--- src/sv/sps_pkg.sv ---
// ----------------------------------------------------------------------------
// sps_pkg
// shared types and constants for the sorted point set unit
// ----------------------------------------------------------------------------
package sps_pkg;

  // table geometry
  localparam int CAPACITY    = 256;
  localparam int COORD_BITS  = 32;
  localparam int HANDLE_BITS = 16;

  localparam int IDX_BITS    = $clog2(CAPACITY);
  localparam int CNT_BITS    = $clog2(CAPACITY + 1);
  localparam int KEY_BITS    = 2 * COORD_BITS;
  localparam int ENTRY_BITS  = KEY_BITS + HANDLE_BITS;

  // port field widths
  localparam int IN_COORD_W  = 32;
  localparam int IN_HANDLE_W = 16;
  localparam int SLOT_W      = 8;
  localparam int OUT_HANDLE_W = 16;
  localparam int COUNT_W     = 9;
  localparam int IN_DATA_W   = 80;
  localparam int OUT_DATA_W  = 40;

  // command codes
  typedef enum logic {
    CMD_INSERT = 1'b0,
    CMD_LOOKUP = 1'b1
  } cmd_t;

  // result status codes
  typedef enum logic [1:0] {
    ST_OK        = 2'd0,
    ST_NOT_FOUND = 2'd1,
    ST_FULL      = 2'd2,
    ST_DUP       = 2'd3
  } status_t;

  // sequencer states
  typedef enum logic [2:0] {
    S_IDLE,
    S_SEARCH_RD,
    S_SEARCH_CMP,
    S_PROBE_CMP,
    S_DECIDE,
    S_SHIFT,
    S_PLACE,
    S_DONE
  } state_t;

  // compare unit result
  typedef struct packed {
    logic lt;
    logic eq;
  } cmp_res_t;

endpackage

--- src/sv/sps_keycmp.sv ---
// ----------------------------------------------------------------------------
// sps_keycmp
// shared key comparator used by the search steps and the hit probe
// ----------------------------------------------------------------------------
module sps_keycmp
  import sps_pkg::*;
(
  input  logic [KEY_BITS-1:0] entry_key,
  input  logic [KEY_BITS-1:0] probe_key,
  output cmp_res_t            res
);

  // keys are stored with flipped sign bits, so unsigned order is signed order
  always_comb begin
    res.lt = (entry_key < probe_key);
    res.eq = (entry_key == probe_key);
  end

endmodule

--- config.mk ---
export PLATFORM = sky130hd
export DESIGN_NAME = sps_keycmp
export DESIGN_NICKNAME = d
export VERILOG_FILES = /design/src/sv/sps_pkg.sv /design/src/sv/sps_keycmp.sv
export SDC_FILE = /design/constraint.sdc
export NUM_CORES = 1
export LEC_CHECK = 0
export BUFFER_PORTS_ARGS = -buffer_cell sky130_fd_sc_hd__buf_4
export CORE_ASPECT_RATIO = 0.7
export CORE_MARGIN = 2
export CORE_UTILIZATION = 42
export DETAILED_ROUTE_END_ITERATION = 6
export MAX_ROUTING_LAYER = met4
export PLACE_DENSITY = 0.85
export SETUP_SLACK_MARGIN = 0.15
export SLEW_MARGIN = 10
export SYNTH_ARGS = -nofsm -noshare
export SYNTH_HDL_FRONTEND = slang
export SYNTH_SLANG_ARGS = --single-unit
--- constraint.sdc ---
create_clock -name vclk -period 1.35
set_input_delay 0 -clock vclk [all_inputs]
set_output_delay 0 -clock vclk [all_outputs]
set_load 0.005 [all_outputs]
==> flow_summary.toml, run 1 <==
[flow_run]
drv_cap = 0

[run_status]
status = "finished with violations"
violations = "setup timing"

[timing]
tightest_slew_ps = 316
holdWs_ps = 599
clock.fmax_mhz = 605
relSlewSlack_pct = 79.0
setup_viol = 2
fin_crit_sh_pct = 122
period_minus_slack_ps = 1650
rsz0062_at_grt = "true"
drv_slew = 0
hold_viol_final = 0
fin_ws_ps = -302

[routing]
routed_via_density = 5.16
vias = 2217
final_antenna_net_count = 0
top_layer_used = "met4"
dr_wl_met3_microns = 470
wl_per_cell_microns = 13.7
wl_met1_microns = 2240
drc_errors = 0
dr.pass1.iters = 4
wl_met2_microns = 3110
routed_wl_microns = 5890
drt_iter0_markers = 51

[place]
placed_area_sq_um = 2800
gp_congestion = 0.795
io_buffer_count = 130
placed_cells = 424
post-place-ws_ps = -283
dp.final_hpwl_microns = 4700

[yosys]
yosysWarnings = 0
yosysSeqAreaShare_pct = 0
syn-num-nets = 425
postSynthCellCount = 233
syn-cell-area_sq_um = 1690
synth_top_cell_by_area = "ha_1"
synth_cell_types = 33
syn_avg_cell_area_sq_um = 7.25
synth.area.top_cells = "ha_1 (47%), inv_1 (15%), a21oi_1 (6.8%), nand4_1 (5.2%), nand2_1 (3.3%)"
synth_top_area_share_pct = 47.4

[power]
ir_drop_uv = 180
leakagePower_uw = 0.00176
p_per_area_nw_per_um2 = 289

[cells_and_area]
seq_cells = 0
nClkBuffers = 0
final_cells = 430
seqCellArea_sq_um = 0
final_area_sq_um = 3120
drive_above_1_share_pct = 48.9
final_common_cell = "buf_4"
fillCellCount = 276
nNetsFinal = 572
utilization_pct = 80.0
layout-area-overhead-vs-synth_pct = 84.6
antennaDiodeCount = 0
layout_common_cells = "buf_4 (127), inv_1 (54), ha_1 (52)"

[global_routing]
grt_usage_pct = 25.4
grt_max_degree = 5
grt_pass1_vias = 2222
antenna_found_initial = 0
grt_pass1_wl_microns = 9130
overflow = 0

[die]
initial_core_util_pct = 43.3
die_w_microns = 79.8
core_sq_um = 3900
placementRows = 19
die_h_microns = 57.1
die_area_sq_um = 4550
io-pin-count = 130

[critical_path]
startpoint_type = "input port"
crit_arrival_ps = 1650
endpoint_kind = "primary output"
crit_fanout = 2
crit_required_ps = 1350
critical_path_class = "in2out"

[hold_path]
hold_path_class = "in2out"

[clocking]
ctsHoldBuffers = 0
[report_power, final]
group | leakage [uW] | switching [uW] | internal [uW]
clock network | 0 | 0 | 0
logic | 0.00176 | 371 | 530
registers | 0 | 0 | 0
[stage by stage]
stage	total power, uW	setup TNS, ps
final	901	-523
after detailed placement	782	-467
after CTS	857	-345
after global placement	745	-465
after global routing	999	-732
after floorplan	369	0
[cell families after synthesis]
group	synth area share (%)
buf+inv	14.7
fa+ha+maj	47.4
simple gates	18.9
compound gates	19.0
[final cells by class]
class	count	area (sq um)	share of cell area, %
multi-input cells	167	1630	52.4
well taps	52	65.1	2.09
repair buffers	145	1160	37.1
inverters	66	263	8.43
[Yosys cell counts (2+ instances only)]
cell and n:
nand3_1 5, nand2_1 15, inv_1 66, a21o_1 2
a31oi_1 2, nor4_2 2, a221oi_1 3, o21ai_0 8
ha_1 64, nor3_1 3, nand4_2 2, nor2_1 5
a21oi_1 23, nand4_1 14
[final timing paths]
path	endpoint	start	slack [ps]	cells after the start
worst min-delay path	res[1]	entry_key[47]	600	6
worst max-delay path	res[1]	probe_key[39]	-300	10
[critical path: stages]
cell     delay, ps
buf_6           80
inv_4           30
ha_4           250
nand4_1        140
buf_4          180
nor4_4         320
nand4_1        210
a31oi_2        230
nor4_2          70
buf_4          140
[what timing repair did]
action | 4_1_cts | 5_1_grt
gates resized for setup | 39 | 16
buffers inserted | 4 | 2
setup endpoints to repair | 2 | 2
hold endpoints to repair | 0 | 0
pin swaps | 19 | 9
[routing by layer]
| metal | GRT usage (%) | up-vias |
|---|---|---|
| li1 | - | 1113 |
| met1 | 27.4 | 1000 |
| met2 | 51.3 | 94 |
| met3 | 2.69 | 10 |
| met4 | 2.91 | 0 |
| met5 | - | - |
Note: power is estimated with default switching activity, not from simulation.
==> inputs of run 2 (changes only) <==
- SETUP_SLACK_MARGIN: 0.15 -> 0.1
==> run 2 against run 1 <==
The run still ends with setup timing left; critical path type unchanged; largest power group unchanged; combinational power increased by 10%; global-route usage shrank 2.3 points; wire length is 17% higher; first-iteration DRC count up 82%; critical path depth decreased by 1; highest routed layer unchanged.
==> flow_summary.toml, run 2 (synthesized netlist as in run 1, its figures left out) <==
[die]
die_w_microns = 79.8
initial_core_util_pct = 43.3
io-pin-count = 130
die_h_microns = 57.1
placementRows = 19
core_sq_um = 3900
die_area_sq_um = 4550

[timing]
holdWs_ps = 614
fin_ws_ps = -255
rsz0062_at_grt = "true"
drv_slew = 0
fin_crit_sh_pct = 119
tns_ps = -424
clock.fmax_mhz = 623
tightest_slew_ps = 306
setup_viol = 2
period_minus_slack_ps = 1610
relSlewSlack_pct = 79.4
hold_viol_final = 0

[routing]
routed_wl_microns = 6880
final_antenna_net_count = 0
wl_per_cell_microns = 16.0
dr.pass1.iters = 4
drt_iter0_markers = 93
routed_via_density = 5.37
vias = 2311
drc_errors = 0

[critical_path]
crit_arrival_ps = 1610
endpoint_kind = "primary output"
crit_fanout = 2
slowest_stage = "nor4_2"
startpoint_type = "input port"
cp_cell_sequence = "buf_4 -> inv_1 -> ha_4 -> nand4_1 -> nor4_2 -> nand4_1 -> a31oi_2 -> nor4_2 -> buf_4"
cp_top_family = "simple AND/OR/NAND/NOR gates"
crit_buf_inv = 3
critical_path_class = "in2out"
cpPeakStageDelay_ps = 380
crit_required_ps = 1350

[global_routing]
grt_pass1_wl_microns = 8580
grt_max_degree = 5
grt_pass1_vias = 2092
antenna_found_initial = 0
grt_usage_pct = 23.1
overflow = 0

[power]
p_per_area_nw_per_um2 = 303
finalPower_uw = 995
ir_drop_uv = 179
leakagePower_uw = 0.00177

[cells_and_area]
final_area_sq_um = 3290
utilization_pct = 84.3
seq_cells = 0
final_common_cell = "buf_4"
nClkBuffers = 0
seqCellArea_sq_um = 0
antennaDiodeCount = 0
nNetsFinal = 572
layout-area-overhead-vs-synth_pct = 94.7
layout_common_cells = "buf_4 (132), inv_1 (50), ha_1 (39)"
drive_above_1_share_pct = 54.0

[run_status]
violations = "setup timing"
status = "finished with violations"

[hold_path]
hold_path_class = "in2out"
min_path_cells = 6
min-delay-start = "entry_key[15]"
min_to = "res[1]"

[place]
placed_area_sq_um = 2800
gp_congestion = 0.856
io_buffer_count = 130
dp.final_hpwl_microns = 4550

[clocking]
ctsHoldBuffers = 0

[flow_run]
drv_cap = 0
## run 2: cell types whose count changed in the layout (fill, tap and decap cells not counted), moves of 2 or more
cell,before,now
ha_1,52,39
ha_4,12,25
buf_4,127,132
buf_6,18,13
inv_2,6,11
inv_1,54,50
o21ai_1,0,2
## run 2: stage by stage
stage | cells | worst slack [ps]
2_1_floorplan | 233 | 118
3_3_place_gp | 424 | -316
3_5_place_dp | 424 | -335
4_1_cts | 426 | -202
5_1_grt | 430 | -336
6_report | 430 | -255
## run 2: routing by layer
metal | global-route usage [%] | wire [microns]
met5 | - | 0
met4 | 1.45 | 220
met3 | 2.53 | 513
met2 | 42.7 | 3620
met1 | 28.5 | 2530
## run 2: power breakdown
group          leakage, uW  internal [uW]  total [uW]  switching, uW
Sequential               0              0           0              0
Clock                    0              0           0              0
Combinational      0.00177            572         995            423
Total              0.00177            572         995            423
## run 2: tightest hold or removal path: cells and delay by family
kind | cells | cell delay [ps]
and+or+nand+nor | 1 | 70
adders and majority gates | 1 | 130
buffers and inverters | 2 | 210
AOI/OAI and AO/OA | 2 | 210
## run 2: cell type report
class                      instances  area [sq um]
fill                             231           611
inverter                          66           260
multi-input combinational        167          1830
tap                               52          65.1
timing repair buffer             145          1140
## run 2: repair_timing
item | CTS | global route
setup buffers | 2 | 4
gates resized for setup | 28 | 45
setup endpoints to repair | 2 | 2
pin swaps | 14 | 24
## run 2: worst max path at each step
stage	end	depth (start not counted)	startpoint	slack, ps
after floorplan	res[1]	7	probe_key[60]	120
after global placement	res[1]	8	entry_key[29]	-320
after detailed placement	res[1]	8	entry_key[46]	-340
after CTS	res[1]	9	probe_key[37]	-200
after global routing	res[1]	8	entry_key[51]	-340
final	res[1]	9	probe_key[33]	-260
